## config.mk

```make
export PLATFORM = sky130hd
export DESIGN_NAME = mqtt_publish_receive_parser
export DESIGN_NICKNAME = d
export VERILOG_FILES = /design/src/rtl/core/mqtt_prp_pkg.sv /design/src/rtl/core/mqtt_publish_receive_parser.sv
export SDC_FILE = /design/constraint.sdc
export NUM_CORES = 1
export LEC_CHECK = 0
export BUFFER_PORTS_ARGS = -buffer_cell sky130_fd_sc_hd__buf_4
export CAP_MARGIN = 20
export CORE_MARGIN = 1.5
export CORE_UTILIZATION = 45
export DETAILED_ROUTE_END_ITERATION = 10
export SLEW_MARGIN = 20
export SYNTH_ARGS = -nofsm -noshare
export SYNTH_HDL_FRONTEND = slang
export SYNTH_SLANG_ARGS = --single-unit
export TNS_END_PERCENT = 30
```

## constraint.sdc

```tcl
create_clock -name clk -period 10.25 [get_ports clk]
set_clock_uncertainty 0.2 [all_clocks]
set_input_delay 1.5375 -clock clk [delete_from_list [all_inputs] [get_ports clk]]
set_output_delay 1.5375 -clock clk [all_outputs]
set_load 0.01 [all_outputs]
```

## src/rtl/core/mqtt_prp_pkg.sv

```systemverilog
`timescale 1ns / 1ps
// ----------------------------------------------------------------------------
// mqtt_prp_pkg
// Shared types and constants for the MQTT PUBLISH receive parser: result
// kinds, drop reasons, size limits and the per-byte result descriptor.
// ----------------------------------------------------------------------------
package mqtt_prp_pkg;

  // result kinds
  localparam logic [2:0] KIND_TOPIC   = 3'd0;
  localparam logic [2:0] KIND_PAYLOAD = 3'd1;
  localparam logic [2:0] KIND_DONE    = 3'd2;
  localparam logic [2:0] KIND_ACK     = 3'd3;
  localparam logic [2:0] KIND_DROP    = 3'd4;

  // drop reasons
  localparam logic [2:0] DROP_MALFORMED    = 3'd0;
  localparam logic [2:0] DROP_SHORT        = 3'd1;
  localparam logic [2:0] DROP_TOPIC_LONG   = 3'd2;
  localparam logic [2:0] DROP_NO_ID        = 3'd3;
  localparam logic [2:0] DROP_PAYLOAD_LONG = 3'd4;

  // size limits (a topic or payload must stay below these)
  localparam logic [16:0] TOPIC_LIMIT   = 17'd128;
  localparam logic [27:0] PAYLOAD_LIMIT = 28'd512;

  // fixed header bytes
  localparam logic [3:0] TYPE_PUBLISH   = 4'h3;
  localparam logic [7:0] PUBACK_HEADER  = 8'h40;
  localparam logic [7:0] PUBACK_REMLEN  = 8'h02;
  localparam logic [2:0] LEN_BYTES_MAX  = 3'd4;

  // everything one received byte produces, emitted later one result at a time
  typedef struct packed {
    logic        has_byte;
    logic        byte_is_payload;
    logic [7:0]  byte_val;
    logic        has_drop;
    logic [2:0]  reason;
    logic        has_done;
    logic        qos_class;
    logic [15:0] packet_id;
    logic [8:0]  payload_length;
    logic        has_ack;
  } res_desc_t;

endpackage

```

## src/rtl/core/mqtt_publish_receive_parser.sv

```systemverilog
`timescale 1ns / 1ps
// ----------------------------------------------------------------------------
// mqtt_publish_receive_parser
// Parses received MQTT 3.1.1 bytes, streams PUBLISH topic and payload bytes,
// reports message completion, PUBACK bytes and drops with a reason.
// ----------------------------------------------------------------------------
//
//  channel | handshake           | payload
//  --------+---------------------+---------------------------------------------
//  input   | in_valid, in_ready  | rx_byte
//  output  | out_valid, out_ready| kind, data, qos_class, packet_id,
//          |                     | payload_length, last
//
//  One byte is parsed per cycle; the parse state updates at the accepting edge
//  and the byte's results land in a two-entry descriptor queue.
//  A byte with no result uses no queue entry; a byte with n results holds
//  one entry until all are taken (at most six: byte, done and 4 PUBACK bytes).
//  in_ready drops only when both queue entries are occupied.
//  rst is synchronous and returns the parser to waiting for a packet type byte.
//
module mqtt_publish_receive_parser (
  input  logic        clk,
  input  logic        rst,
  input  logic        in_valid,
  output logic        in_ready,
  input  logic [7:0]  rx_byte,
  output logic        out_valid,
  input  logic        out_ready,
  output logic [2:0]  kind,
  output logic [7:0]  data,
  output logic        qos_class,
  output logic [15:0] packet_id,
  output logic [8:0]  payload_length,
  output logic        last
);

  typedef enum logic [3:0] {
    PH_TYPE,
    PH_LEN_OTHER,
    PH_LEN_PUB,
    PH_SKIP,
    PH_TOPIC_HI,
    PH_TOPIC_LO,
    PH_TOPIC,
    PH_ID_HI,
    PH_ID_LO,
    PH_PAYLOAD
  } phase_t;

  // parse state
  phase_t      phase, phase_next;
  logic [1:0]  qos_level, qos_level_next;
  logic [27:0] bytes_left, bytes_left_next;
  logic [2:0]  length_byte_count, length_byte_count_next;
  logic [15:0] topic_size, topic_size_next;
  logic [15:0] field_count, field_count_next;
  logic [15:0] ident, ident_next;
  logic [8:0]  body_size, body_size_next;

  mqtt_prp_pkg::res_desc_t desc;
  logic                    desc_any;

  // descriptor queue
  mqtt_prp_pkg::res_desc_t desc_q [2];
  mqtt_prp_pkg::res_desc_t head;
  logic       wr_ptr, rd_ptr;
  logic [1:0] count;
  logic [2:0] step;
  logic       accept, push, pop;

  // length group shifted into place
  logic [27:0] len_group;
  always_comb begin
    unique case (length_byte_count[1:0])
      2'd0:    len_group = {21'd0, rx_byte[6:0]};
      2'd1:    len_group = {14'd0, rx_byte[6:0], 7'd0};
      2'd2:    len_group = {7'd0, rx_byte[6:0], 14'd0};
      default: len_group = {rx_byte[6:0], 21'd0};
    endcase
  end

  // parse one byte: next state and result descriptor
  always_comb begin
    logic       go_after, go_payload, go_finish, go_drop, go_skip;
    logic [2:0] reason;
    go_after               = 1'b0;
    go_payload             = 1'b0;
    go_finish              = 1'b0;
    go_drop                = 1'b0;
    go_skip                = 1'b0;
    reason                 = mqtt_prp_pkg::DROP_MALFORMED;
    phase_next             = phase;
    qos_level_next         = qos_level;
    bytes_left_next        = bytes_left;
    length_byte_count_next = length_byte_count;
    topic_size_next        = topic_size;
    field_count_next       = field_count;
    ident_next             = ident;
    body_size_next         = body_size;
    desc                   = '0;

    unique case (phase)
      PH_LEN_OTHER, PH_LEN_PUB: begin
        bytes_left_next        = bytes_left + len_group;
        length_byte_count_next = length_byte_count + 3'd1;
        if (rx_byte[7]) begin
          if (length_byte_count_next >= mqtt_prp_pkg::LEN_BYTES_MAX) begin
            bytes_left_next = '0;
            go_drop         = 1'b1;
            reason          = mqtt_prp_pkg::DROP_MALFORMED;
          end
        end else if (phase == PH_LEN_PUB) begin
          if (bytes_left_next < 28'd2) begin
            go_drop = 1'b1;
            reason  = mqtt_prp_pkg::DROP_SHORT;
          end else begin
            phase_next = PH_TOPIC_HI;
          end
        end else begin
          go_skip = 1'b1;
        end
      end
      PH_SKIP: begin
        if (bytes_left != '0) begin
          bytes_left_next = bytes_left - 28'd1;
        end
        if (bytes_left_next == '0) begin
          phase_next = PH_TYPE;
        end
      end
      PH_TOPIC_HI: begin
        topic_size_next = {rx_byte, 8'd0};
        bytes_left_next = bytes_left - 28'd1;
        phase_next      = PH_TOPIC_LO;
      end
      PH_TOPIC_LO: begin
        topic_size_next = {topic_size[15:8], rx_byte};
        bytes_left_next = bytes_left - 28'd1;
        if ({1'b0, topic_size_next} >= mqtt_prp_pkg::TOPIC_LIMIT) begin
          go_drop = 1'b1;
          reason  = mqtt_prp_pkg::DROP_TOPIC_LONG;
        end else if (bytes_left_next < {12'd0, topic_size_next}) begin
          go_drop = 1'b1;
          reason  = mqtt_prp_pkg::DROP_SHORT;
        end else begin
          field_count_next = '0;
          if (topic_size_next == '0) begin
            go_after = 1'b1;
          end else begin
            phase_next = PH_TOPIC;
          end
        end
      end
      PH_TOPIC: begin
        desc.has_byte        = 1'b1;
        desc.byte_is_payload = 1'b0;
        desc.byte_val        = rx_byte;
        field_count_next     = field_count + 16'd1;
        bytes_left_next      = bytes_left - 28'd1;
        if (field_count_next == topic_size) begin
          go_after = 1'b1;
        end
      end
      PH_ID_HI: begin
        ident_next      = {rx_byte, 8'd0};
        bytes_left_next = bytes_left - 28'd1;
        phase_next      = PH_ID_LO;
      end
      PH_ID_LO: begin
        ident_next      = {ident[15:8], rx_byte};
        bytes_left_next = bytes_left - 28'd1;
        go_payload      = 1'b1;
      end
      PH_PAYLOAD: begin
        desc.has_byte        = 1'b1;
        desc.byte_is_payload = 1'b1;
        desc.byte_val        = rx_byte;
        bytes_left_next      = bytes_left - 28'd1;
        if (bytes_left_next == '0) begin
          go_finish = 1'b1;
        end
      end
      default: begin
        // packet type byte
        qos_level_next         = rx_byte[2:1];
        bytes_left_next        = '0;
        length_byte_count_next = '0;
        topic_size_next        = '0;
        field_count_next       = '0;
        ident_next             = '0;
        body_size_next         = '0;
        phase_next = (rx_byte[7:4] == mqtt_prp_pkg::TYPE_PUBLISH) ? PH_LEN_PUB : PH_LEN_OTHER;
      end
    endcase

    // topic done: packet id when qos above zero, else payload
    if (go_after) begin
      if (qos_level != 2'd0) begin
        if (bytes_left_next < 28'd2) begin
          go_drop = 1'b1;
          reason  = mqtt_prp_pkg::DROP_NO_ID;
        end else begin
          phase_next = PH_ID_HI;
        end
      end else begin
        go_payload = 1'b1;
      end
    end

    // payload start
    if (go_payload) begin
      if (bytes_left_next >= mqtt_prp_pkg::PAYLOAD_LIMIT) begin
        go_drop = 1'b1;
        reason  = mqtt_prp_pkg::DROP_PAYLOAD_LONG;
      end else begin
        body_size_next = bytes_left_next[8:0];
        if (bytes_left_next == '0) begin
          go_finish = 1'b1;
        end else begin
          phase_next = PH_PAYLOAD;
        end
      end
    end

    // message complete, with puback for qos 1 and a nonzero id
    if (go_finish) begin
      desc.has_done       = 1'b1;
      desc.qos_class      = (qos_level != 2'd0);
      desc.packet_id      = ident_next;
      desc.payload_length = body_size_next;
      desc.has_ack        = (qos_level == 2'd1) && (ident_next != '0);
      phase_next          = PH_TYPE;
    end

    if (go_drop) begin
      desc.has_drop = 1'b1;
      desc.reason   = reason;
      go_skip       = 1'b1;
    end

    // skip the rest of the packet
    if (go_skip) begin
      phase_next = (bytes_left_next == '0) ? PH_TYPE : PH_SKIP;
    end
  end

  assign desc_any = desc.has_byte | desc.has_drop | desc.has_done;

  // handshakes
  assign in_ready  = (count != 2'd2);
  assign accept    = in_valid & in_ready;
  assign push      = accept & desc_any;
  assign out_valid = (count != 2'd0);
  assign pop       = out_valid & out_ready & last;
  assign head      = desc_q[rd_ptr];

  // parse state registers
  always_ff @(posedge clk) begin
    if (rst) begin
      phase             <= PH_TYPE;
      qos_level         <= '0;
      bytes_left        <= '0;
      length_byte_count <= '0;
      topic_size        <= '0;
      field_count       <= '0;
      ident             <= '0;
      body_size         <= '0;
    end else if (accept) begin
      phase             <= phase_next;
      qos_level         <= qos_level_next;
      bytes_left        <= bytes_left_next;
      length_byte_count <= length_byte_count_next;
      topic_size        <= topic_size_next;
      field_count       <= field_count_next;
      ident             <= ident_next;
      body_size         <= body_size_next;
    end
  end

  // descriptor queue storage
  always_ff @(posedge clk) begin
    if (push) begin
      desc_q[wr_ptr] <= desc;
    end
  end

  // queue pointers and result step within the head descriptor
  always_ff @(posedge clk) begin
    if (rst) begin
      wr_ptr <= 1'b0;
      rd_ptr <= 1'b0;
      count  <= '0;
      step   <= '0;
    end else begin
      if (push) begin
        wr_ptr <= ~wr_ptr;
      end
      if (pop) begin
        rd_ptr <= ~rd_ptr;
        step   <= '0;
      end else if (out_valid && out_ready) begin
        step <= step + 3'd1;
      end
      unique case ({push, pop})
        2'b10:   count <= count + 2'd1;
        2'b01:   count <= count - 2'd1;
        default: count <= count;
      endcase
    end
  end

  // result selection from the head descriptor
  logic [2:0] res_total;
  logic [2:0] sub;
  always_comb begin
    res_total = {2'd0, head.has_byte} + {2'd0, head.has_drop | head.has_done}
              + (head.has_ack ? 3'd4 : 3'd0);
    sub            = step - {2'd0, head.has_byte};
    kind           = mqtt_prp_pkg::KIND_ACK;
    data           = '0;
    qos_class      = 1'b0;
    packet_id      = '0;
    payload_length = '0;
    last           = (step == res_total - 3'd1);
    if (head.has_byte && step == 3'd0) begin
      kind = head.byte_is_payload ? mqtt_prp_pkg::KIND_PAYLOAD : mqtt_prp_pkg::KIND_TOPIC;
      data = head.byte_val;
    end else if (sub == 3'd0) begin
      if (head.has_drop) begin
        kind = mqtt_prp_pkg::KIND_DROP;
        data = {5'd0, head.reason};
      end else begin
        kind           = mqtt_prp_pkg::KIND_DONE;
        qos_class      = head.qos_class;
        packet_id      = head.packet_id;
        payload_length = head.payload_length;
      end
    end else begin
      unique case (sub)
        3'd1:    data = mqtt_prp_pkg::PUBACK_HEADER;
        3'd2:    data = mqtt_prp_pkg::PUBACK_REMLEN;
        3'd3:    data = head.packet_id[15:8];
        default: data = head.packet_id[7:0];
      endcase
    end
  end

`ifndef SYNTHESIS
  // queue never holds more than two descriptors
  a_count_range: assert property (@(posedge clk) disable iff (rst) count <= 2'd2)
    else $error("descriptor queue overflow");

  // the result step stays inside the head descriptor's result list
  a_step_range: assert property (@(posedge clk) disable iff (rst)
    out_valid |-> (step < res_total))
    else $error("result step beyond descriptor");

  // skipping always has bytes left to consume
  a_skip_nonzero: assert property (@(posedge clk) disable iff (rst)
    phase == PH_SKIP |-> bytes_left != '0)
    else $error("skip phase with nothing left");

  // a descriptor pushed while the queue is empty is shown in the next cycle
  a_push_shows: assert property (@(posedge clk) disable iff (rst)
    (push && count == 2'd0) |=> (out_valid && step == 3'd0))
    else $error("pushed descriptor not presented");

  // the result step holds while the output is stalled
  a_step_hold: assert property (@(posedge clk) disable iff (rst)
    (out_valid && !out_ready) |=> $stable(step))
    else $error("result step moved while stalled");
`endif

endmodule
```

# == Word level (Yosys, flattened, before mapping) ==
# Memories as Yosys holds them, arrays and structs flattened. A register that Yosys moved wholly into a read port is not among the register bits.
# Index checks and enable logic that the tools add are counted.
# word_totals
output_inout_bits,40
input_bits,12
ff_bits,101
ram_bits,84
elab_cells,196
mem_count,1
# op_classes
order_cmp,6
n_bitwise,14
add_sub_neg,11
n_eq_ne,23
n_mux,99
reduce_logical,29
# memory_table
memory,depth,word_bits,read_ports,rd_clocked_by_memory_dff,wr,line_no,source
desc_q,2,42,1,1,1,mqtt_publish_receive_parser.sv:64,mqtt_prp_pkg::res_desc_t desc_q [2];
# op_table
op,count
$pmux W28 S3,2
$pmux W16 S3,3
$mux W28,5
$logic_not A28 Y1,3
$mux W16,5
$mux W4,16
$lt A28 B2 Y1 const B,2
$mux W9,6
$mux W1,39
$mux W3,10
$add A28 B28 Y28,1
$ge A28 B10 Y1 const B,1
$lt A28 B16 Y1,1
$reduce_bool A28 Y1,1
$reduce_or A7 Y1,4
$sub A28 B1 Y28 const B,1
$pmux W4 S6,1
$pmux W8 S3,1
$pmux W10 S2,1
$add A16 B1 Y16 const B,1
$eq A16 B16 Y1,1
$eq A4 B3 Y1 const B,4
$ge A16 B8 Y1 const B,1
$logic_not A16 Y1,1
37 further kinds,71

# == Longest topological paths before layout ==
# Gate-level depths: netlist (run 1).
# depth
depth_word,19
depth_mapped,23
mapped_depth_nobuf,22

# == Least setup slack after synthesis (run 1) ==
# No wires, ideal clock.
# synth_timing
kind,input to register
from,input port rx_byte[0]
to,"memory desc_q[1][0] (netlist bit), enable pin"
t_arrival_ns,8.131
n_path_buf,1
setup_slack_ns,1.415
stages,15
setup_time_ns,0.505
t_required_ns,9.545
path_cell_list,clkbuf_1 -> and2_1 -> ha_1 -> inv_1 -> fa_1 -> nand2b_1 -> a21oi_1 -> o21ai_0 -> a2111oi_0 -> o21ai_0 -> a31oi_1 -> nand4_2 -> a2111oi_4 -> a21oi_1 -> a211oi_1
# synth_via
elab_chain_cells,18
word_cells_on_any_way,38
classes_between,add/sub: 1; order compare: 5; mux: 27; bitwise: 3; reduce/logical: 2
# synth_lines
item,line_no,source
start: declaration,mqtt_publish_receive_parser.sv:26,"input logic [7:0] rx_byte,"
$pmux W28 S3,mqtt_publish_receive_parser.sv:74,unique case (length_byte_count[1:0])
$add A28 B28 Y28,mqtt_publish_receive_parser.sv:104,bytes_left_next = bytes_left + len_group;
$lt A28 B2 Y1,mqtt_publish_receive_parser.sv:113,if (bytes_left_next < 28'd2) begin
$mux W1,mqtt_publish_receive_parser.sv:113,
$mux W1,mqtt_publish_receive_parser.sv:112,end else if (phase == PH_LEN_PUB) begin
$mux W1,mqtt_publish_receive_parser.sv:106,if (rx_byte[7]) begin
$pmux W1 S2,mqtt_publish_receive_parser.sv:102,unique case (phase)
$mux W1,mqtt_publish_receive_parser.sv:199,if (bytes_left_next < 28'd2) begin
(+2 left out),--,
$mux W1,mqtt_publish_receive_parser.sv:212,if (bytes_left_next >= mqtt_prp_pkg::PAYLOAD_LIMIT) begin
$mux W1,mqtt_publish_receive_parser.sv:211,if (go_payload) begin
$mux W4,mqtt_publish_receive_parser.sv:235,if (go_drop) begin
$or A1 B1 Y1,mqtt_publish_receive_parser.sv:247,assign desc_any = desc.has_byte | desc.has_drop | desc.has_done;
$or A1 B1 Y1 *,mqtt_publish_receive_parser.sv:247,
$and A1 B1 Y1 *,mqtt_publish_receive_parser.sv:252,assign push = accept & desc_any;
$mux W1 *,mqtt_publish_receive_parser.sv:282,if (push) begin
$mux W1 (implied by the code) *,mqtt_publish_receive_parser.sv:283,desc_q[wr_ptr] <= desc;
end: declaration,mqtt_publish_receive_parser.sv:64,
# Every way passes the cells marked *; elsewhere a longest branch is shown, timed or not.

# == Final worst setup path (run 1) ==
# layout_timing
from,input port rx_byte[0]
to,"memory desc_q[0][26] (netlist bit), enable pin"
# Same word-level chain as after synthesis.

==> flow_summary.yaml, run 1 <==
run_status:
  run_status: "completed"
finish:
  layout_common_cells: "nor2_1, a21oi_1, nand2_1, dfxtp_1, o21ai_0"
  final_layout_size_suffix_gt1_share_pct: 8.70
  layout.cells.most_common: "nor2_1"
  multi_input_area_um2: 8250
  diodes: 0
  area.sequential_um2: 4570
  syn2layout_area_growth_pct: 9.43
  finalCoreUtilization_pct: 50.4
  final_cells: 2027
  nFillCells: 2807
  final_nets: 1699
clocking:
  htreeDepth: 4
  ctsHoldBuffers: 0
  clock_path_buffers: 2
  post_cts_buffers: 0
  insertion_delay_ns: 0.44
  cts_buffers: 17
  clkTransAtPathRegs_ns: 0.08
  cts.sinks: 186
  cts.root.buffer_cell: "clkbuf_16"
  tritoncts: "yes"
  cts_resized: 0
setup_path:
  required_ns: 10.16
  critPathTopFamily: "compound AO/OA/AOI/OAI gates"
  critPathKind: "in -> reg"
  crit_fanout: 25
  crit_chain: "buf_4, and2_1, ha_1, inv_1, fa_1, nand2b_1, a21oi_1, o21ai_0, a2111oi_0, o21ai_0, a31oi_1, nand4_2, a2111oi_4, a21oi_1, a211oi_4, buf_4"
  crit_path_start_kind: "primary input"
  slowest_stage: "a211oi_4"
  worst_path_largest_cell_delay_ns: 0.90
  worst-path-buf-inv: 3
  worst_setup_path_end_kind: "flop"
  worstPathArrival_ns: 7.23
min_path:
  hold_path.class: "reg -> reg"
yosys:
  syn_nets: 1714
  yosys_warnings: 0
  yosysTopAreaCell: "edfxtp_1"
  synth_edf_count: 84
  yosysTopAreaCellShare_pct: 18.9
  synth.avg_cell_area_um2: 8.11
  async_flop_share_pct: 0
  postSynthCellCount: 1645
  syn_area_um2: 13300
  synth-seq-area-share_pct: 34.2
  ys.flop_type: "dfxtp_1"
  synth.distinct_cells: 86
  synth_area_leaders: "edfxtp_1, dfxtp_1, nor2_1"
  synth-seq-cells: 186
global_routing:
  gr-usage-all-layers_pct: 28.3
  grt_max_degree: 77
  grt_pass1_wl_um: 68000
  grt_antenna_before_repair: 0
  first_global_vias: 11800
  grt.overflow.total: 0
place:
  dpl.hpwl_um: 32100
  io_buffer_count: 51
  dp.cells: 1995
  place.gp.congestion: 0.997
  pre_cts_ws_ns: 2.53
timing:
  tns_ns: 0
  min_period_ns: 7.32
  max_slew_margin_pct: 26.7
  slew_viol_final: 0
  post-route-worst-setup-slack_ns: 2.93
  hold_viol: 0
  rsz0062_at_grt: "false"
  finalCritPeriodShare_pct: 71.4
  tightest_slew_ns: 1.09
  setup-violations-final: 0
  max_freq_ghz: 0.137
drt:
  vias_per_cell: 6.30
  drc: 0
  wl_per_cell_um: 21.3
  drtIter0Drc: 1388
  drt-total-wl_um: 43200
  antenna_left: 0
  dr.pass1.iters: 9
  vias: 12800
floorplan:
  die_h_um: 175
  ios: 52
  start_util_pct: 46.1
  die_w_um: 175
  core_um2: 28900
  die_area_um2: 30700
  rows: 62
power:
  p_per_area_nw_per_um2: 134
  p_leak_nw: 5.17
  vdd_ir_drop_max_uv: 110
job:
  max_cap_viol_count: 0
-- state kept, by name, summed over array words and instances, names as in the netlist, named ones only --
name,flops
rd_ptr,1
phase,4
ident,16
field_count,16
topic_size,16
desc_q,84
body_size,9
length_byte_count,3
count,2
qos_level,2
bytes_left,28
wr_ptr,1
step,3
-- synth_stat cells, types with 7 or more instances --
library cell / count
a2111oi_0: 7
a211o_1: 11
a211oi_1: 40
a21o_1: 16
a21oi_1: 138
a22oi_1: 28
a31oi_1: 10
and2_1: 40
and3_1: 18
and4_1: 11
buf_1: 7
clkbuf_1: 89
dfxtp_1: 102
edfxtp_1: 84
ha_1: 56
inv_1: 49
mux2i_1: 46
nand2_1: 117
nand2b_1: 12
nand3_1: 54
nand3b_1: 10
nand4_1: 33
nor2_1: 225
nor2b_1: 14
nor3_1: 51
nor4_1: 31
o211ai_1: 11
o21a_1: 18
o21ai_0: 86
o22ai_1: 12
o31ai_1: 7
or2_2: 13
or3_1: 28
or4_1: 9
xnor2_1: 34
xor2_1: 19
-- stage by stage --
stage / power, mW / area (µm²) / hold slack [ns]
6_report: 1.96 / 14600 / 0.258
4_1_cts: 1.95 / 14600 / 0.258
3_3_place_gp: 1.25 / 14000 / 0.238
5_1_grt: 2.03 / 14600 / 0.286
2_1_floorplan: 1.12 / 13300 / 0.227
3_5_place_dp: 1.25 / 14000 / 0.249
-- layer usage --
metal | wire length [µm] | up-vias | track usage [%]
li1 | - | 6068 | -
met1 | 19700 | 6141 | 39.7
met2 | 19200 | 482 | 44.1
met3 | 3200 | 69 | 5.27
met4 | 1150 | 0 | 8.90
met5 | 0 | - | 0
-- worst paths after layout --
| kind | from | to | slack (ns) | cells past startpoint |
|---|---|---|---|---|
| setup / recovery | rx_byte[0] | desc_q[0][26] | 2.93 | 16 |
| hold / removal | body_size[0] | body_size[0] | 0.26 | 2 |
| setup reg to reg | length_byte_count[0] | desc_q[0][26] | 3.03 | 17 |
| hold reg to reg | body_size[0] | body_size[0] | 0.26 | 2 |
-- final cells by class --
cell class / instances / share of cell area [%]
multi-input cells: 1308 / 56.5
flip-flops and latches: 186 / 31.3
repair buffers: 66 / 3.39
clock inverters: 15 / 1.33
clock buffers: 17 / 2.91
well taps: 384 / 3.29
inverters: 51 / 1.31
-- report_power, final --
part,switching (mW),internal (mW),total [mW]
combinational,0.298,0.148,0.445
clock,0.364,0.341,0.705
sequential,0.0277,0.780,0.808
-- worst min-delay path: cells and delay by family (launching register included) --
kind             cells  cell delay (ns)
flip-flops           1             0.31
AND/OR/NAND/NOR      1             0.05
AO/OA/AOI/OAI        1             0.05
-- cell families (layout without fill, tap and decap cells) --
| family | count (synthesis) | after routing | synth area share, % |
|---|---|---|---|
| mux | 49 | 49 | 3.70 |
| compound gates | 446 | 446 | 21.8 |
| flops | 186 | 186 | 34.2 |
| simple gates | 703 | 703 | 27.0 |
| fa+ha+maj | 57 | 57 | 5.40 |
| buf+inv | 151 | 149 | 4.33 |
| xor+xnor | 53 | 53 | 3.48 |
Note: power is estimated with default switching activity, not from simulation.
==> inputs of run 2 (changes only) <==
ABC_AREA = 1   (was unset)
clock period = 7.6 ns   (was 10.25 ns; I/O delays follow)
==> flow_summary.yaml, run 2 <==
global_routing:
  first_global_vias: 12600
  grt_max_degree: 53
  grt.busiest_layer: "met2"
  use_met2_pct: 45.8
  use_met1_pct: 40.4
  grt.overflow.total: 0
  grt_antenna_before_repair: 0
  use_met3_pct: 4.18
  grt_pass1_wl_um: 69500
  gr-usage-all-layers_pct: 28.8
yosys:
  syn_area_um2: 13800
  async_flop_share_pct: 0
  yosysMostFrequentCell: "nand2_1"
  synth_edf_count: 84
  ys_top_cells_by_count: "nand2_1, inv_1, nor2_1"
  syn_nets: 2161
  synth_area_leaders: "edfxtp_1, dfxtp_1, nand2_1"
  synth-seq-area-share_pct: 33.2
  postSynthCellCount: 2092
  synth-seq-cells: 186
  synth.distinct_cells: 53
  yosysTopAreaCell: "edfxtp_1"
  ys.flop_type: "dfxtp_1"
  synth.avg_cell_area_um2: 6.58
  yosys_warnings: 0
  yosysTopAreaCellShare_pct: 18.3
drt:
  vias_per_cell: 5.46
  drtIter0Drc: 1142
  antenna_left: 0
  dr.pass1.iters: 5
  drt-total-wl_um: 45100
  vias: 13800
  wl_per_cell_um: 17.9
  drc: 0
timing:
  finalCritPeriodShare_pct: 72.9
  setup-violations-final: 0
  tightest_slew_ns: 1.00
  max_freq_ghz: 0.180
  min_period_ns: 5.54
  max_slew_margin_pct: 32.9
  slew_viol_final: 0
  tns_ns: 0
  rsz0062_at_grt: "false"
  post-route-worst-setup-slack_ns: 2.06
  hold_viol: 0
finish:
  final_layout_size_suffix_gt1_share_pct: 8.45
  reg.largest.list: "desc_q: 84 flops, bytes_left: 28 flops"
  syn2layout_area_growth_pct: 9.59
  diodes: 0
  layout_common_cells: "nand2_1, inv_1, nor2_1, nand3_1, a21oi_1"
  nFillCells: 3072
  final_nets: 2185
  area.sequential_um2: 4570
  largest_register_ffs: 84
  layout.cells.most_common: "nand2_1"
  regMostFlops: "desc_q"
  multi_input_area_um2: 7590
power:
  p_per_area_nw_per_um2: 188
  vdd_ir_drop_max_uv: 200
  p_leak_nw: 7.42
  total_power_mw: 2.84
floorplan:
  ios: 52
  rows: 63
  die_w_um: 178
  start_util_pct: 46.1
  die_h_um: 178
  core_um2: 29900
  die_area_um2: 31600
clocking:
  clkTransAtPathRegs_ns: 0.07
  ctsHoldBuffers: 0
  cts_buffers: 17
  insertion_delay_ns: 0.45
  clock_path_buffers: 2
  cts.root.buffer_cell: "clkbuf_16"
  post_cts_buffers: 0
  tritoncts: "yes"
  cts.sinks: 186
  cts_resized: 0
  htreeDepth: 4
setup_path:
  worstPathArrival_ns: 5.43
  required_ns: 7.48
  worst_setup_path_end_kind: "flop"
  crit_fanout: 41
  crit_path_start_kind: "primary input"
  critPathKind: "in -> reg"
job:
  max_cap_viol_count: 0
place:
  dpl.hpwl_um: 34500
  io_buffer_count: 51
  pre_cts_ws_ns: 1.64
  place.gp.congestion: 0.987
run_status:
  run_status: "completed"
min_path:
  hold_path.class: "reg -> reg"
run 2: changes by cell type after synthesis, sizes merged, moves of 28 or more:
cell    before  now
nand3       54  143
or3         28    0
xnor2       34    3
nand2      117  558
and2        40    4
clkbuf      89   41
nor2       226  264
mux2i       46   17
inv         49  357
run 2: layout make-up:
| cell class | count | area share [%] |
|---|---|---|
| clock buffer | 18 | 2.99 |
| clock inverter | 14 | 1.01 |
| inverter | 363 | 9.04 |
| multi-input combinational | 1486 | 50.4 |
| sequential | 186 | 30.3 |
| tap | 390 | 3.24 |
| timing repair buffer | 62 | 3.09 |
run 2: metal layers:
metal | vias to the layer above | share of wire (%)
met2 | 497 | 45
met3 | 69 | 6.7
met4 | 0 | 2.7
met5 | - | 0
li1 | 6822 | -
met1 | 6365 | 46
run 2: cell families after synthesis:
family                     after synthesis  synth area share, %
DFF                                    186                 33.2
AOI/OAI and AO/OA                      309                 12.6
xor gates and xnor gates                26                 1.86
muxes                                   17                 1.24
and+or+nand+nor                       1077                 34.1
adders and majority gates               57                 5.24
buffers and inverters                  420                 11.8
run 2: worst paths after layout:
kind / startpoint / end / slack [ns] / cells past startpoint
setup / recovery: rx_byte[1] / desc_q[0][3] / 2.06 / 27
hold / removal: topic_size[12] / topic_size[12] / 0.27 / 2
setup reg to reg: length_byte_count[1] / desc_q[0][3] / 2.25 / 23
hold reg to reg: topic_size[12] / topic_size[12] / 0.27 / 2
run 2: critical path: stages:
cell	delay, ns
buf_4	0.16
clkinv_1	0.41
nor3_1	0.39
inv_1	0.10
fa_1	0.43
inv_1	0.10
nand2_1	0.05
nand2_1	0.12
nand3_1	0.13
nand2_1	0.14
nand2_1	0.08
nand2_1	0.11
nand2_1	0.08
nand2_1	0.06
nand2_1	0.07
nand2_1	0.07
nand2_1	0.06
nor2_1	0.21
nand4_1	0.27
nand2_1	0.15
nand2_1	0.05
nand2_1	0.07
nor2_2	0.05
nand4_1	0.13
nand2_1	0.14
nor2_4	0.13
buf_4	0.49
run 2: through the flow:
| stage | hold WS (ns) | utilization (%) | instance area, µm² | cells |
|---|---|---|---|---|
| final | 0.270 | 50.5 | 15100 | 2519 |
| after global routing | 0.308 | 50.5 | 15100 | 2519 |
| after CTS | 0.268 | 50.4 | 15100 | 2519 |
| after detailed placement | 0.257 | 48.4 | 14500 | 2487 |
| after global placement | 0.255 | 48.4 | 14500 | 2487 |
| after floorplan | 0.237 | - | 13800 | 2092 |
run 2: power breakdown:
group,internal [mW],switching (mW)
clock network,0.485,0.446
logic,0.239,0.549
registers,1.08,0.0449
==> inputs of run 3 (changes only) <==
clock period = 4.8 ns   (was 7.6 ns; I/O delays follow)
==> flow_summary.yaml, run 3 (synthesis results as in run 2) <==
setup_path:
  timing.rr.start: "length_byte_count[0]"
  worst_path_largest_cell_delay_ns: 0.36
  required_ns: 4.76
  crit_top_cell: "nand2_1"
  critPathTopFamily: "simple AND/OR/NAND/NOR gates"
  crit_fanout: 10
  worst_setup_path_end_kind: "flop"
  worstPathArrival_ns: 4.59
  crit_path_start_kind: "flop"
  slowest_stage: "ha_1"
  crit_start: "length_byte_count[0]"
  critPathKind: "reg -> reg"
  worst-path-buf-inv: 7
  rrSetupSlack_ns: 0.17
global_routing:
  grt.overflow.total: 0
  grt_pass1_wl_um: 70100
  first_global_vias: 13000
  grt_antenna_before_repair: 0
  gr-usage-all-layers_pct: 29.0
  grt_max_degree: 96
power:
  total_power_mw: 4.54
  p_per_area_nw_per_um2: 284
  vdd_ir_drop_max_uv: 270
  p_leak_nw: 7.96
drt:
  vias_per_cell: 5.37
  vias: 14100
  drtIter0Drc: 1070
  dr.pass1.iters: 5
  antenna_left: 0
  drt-total-wl_um: 45900
  wl_per_cell_um: 17.5
  drc: 0
finish:
  finalCoreUtilization_pct: 53.6
  syn2layout_area_growth_pct: 16.3
  reg.largest.list: "desc_q: 84 flops, bytes_left: 28 flops"
  nFillCells: 3065
  final_nets: 2286
  final_cells: 2620
  regMostFlops: "desc_q"
  layout_common_cells: "nand2_1, inv_1, nor2_1, buf_4, nand3_1"
  largest_register_ffs: 84
  diodes: 0
  layout.cells.most_common: "nand2_1"
  final_layout_size_suffix_gt1_share_pct: 14.4
timing:
  tns_ns: 0
  slew_viol_final: 0
  max_slew_margin_pct: 37.3
  worst_hold_slack_ns: 0.278
  setup-violations-final: 0
  hold_viol: 0
  min_period_ns: 4.63
  tightest_slew_ns: 0.941
  finalCritPeriodShare_pct: 96.4
  max_freq_ghz: 0.216
floorplan:
  die_area_um2: 31600
  core_um2: 29900
  rows: 63
  die_w_um: 178
  die_h_um: 178
  start_util_pct: 46.1
  ios: 52
clocking:
  tritoncts: "yes"
  cts.sinks: 186
  insertion_delay_ns: 0.45
  cts.root.buffer_cell: "clkbuf_16"
  cts_buffers: 17
  ctsHoldBuffers: 0
  clkTransAtPathRegs_ns: 0.08
  clock_path_buffers: 2
  htreeDepth: 4
run_status:
  run_status: "completed"
place:
  dpl.hpwl_um: 35100
  place.gp.congestion: 0.973
  dp.cells: 2580
  io_buffer_count: 51
min_path:
  hold_path.class: "reg -> reg"
  hold_start: "topic_size[0]"
job:
  max_cap_viol_count: 0
[run 3: area by class of cell]
type,instances,area (µm²),share of cell area [%]
Sequential cell,186,4570,28.6
Inverter,363,1370,8.54
Multi-Input combinational cell,1486,7710,48.2
Clock inverter,13,103,0.641
Clock buffer,19,443,2.77
Timing Repair Buffer,163,1320,8.27
Tap cell,390,488,3.05
[run 3: power breakdown]
group,switching [mW],total [mW],internal (mW)
clock network,0.669,1.36,0.690
registers,0.0718,1.78,1.70
logic,0.910,1.40,0.492
[run 3: worst paths after layout]
path                            depth (start not counted)       endpoint
worst max-delay path                                   28   desc_q[0][6]
worst min-delay path                                    2  topic_size[0]
worst max register to register                         28   desc_q[0][6]
worst min register to register                          2  topic_size[0]
[run 3: per-layer routing]
| layer | GRT usage, % | routed length, µm | up-vias |
|---|---|---|---|
| met4 | 10.4 | 1270 | 0 |
| met2 | 47.1 | 20800 | 437 |
| li1 | - | - | 7031 |
| met1 | 39.5 | 21400 | 6525 |
| met3 | 3.53 | 2500 | 69 |
| met5 | 0 | 0 | - |
[run 3: worst min-delay path, delay by kind of cell (launching register included)]
family,cells,cell delay [ns]
flip-flops,1,0.32
buffers and inverters,1,0.06
AO/OA/AOI/OAI,1,0.05
[run 3: what timing repair did]
action / in CTS / in global routing
buffers inserted: 0 / 4
resized for setup: 0 / 50
setup endpoints to repair: 0 / 104
[run 3: through the flow]
stage,instance area (µm²),setup WS [ns]
5_1_grt,16000,-0.0176
2_1_floorplan,13800,0.176
6_report,16000,0.173
4_1_cts,15700,0.0407
3_3_place_gp,15200,0.0507
3_5_place_dp,15200,-0.0107
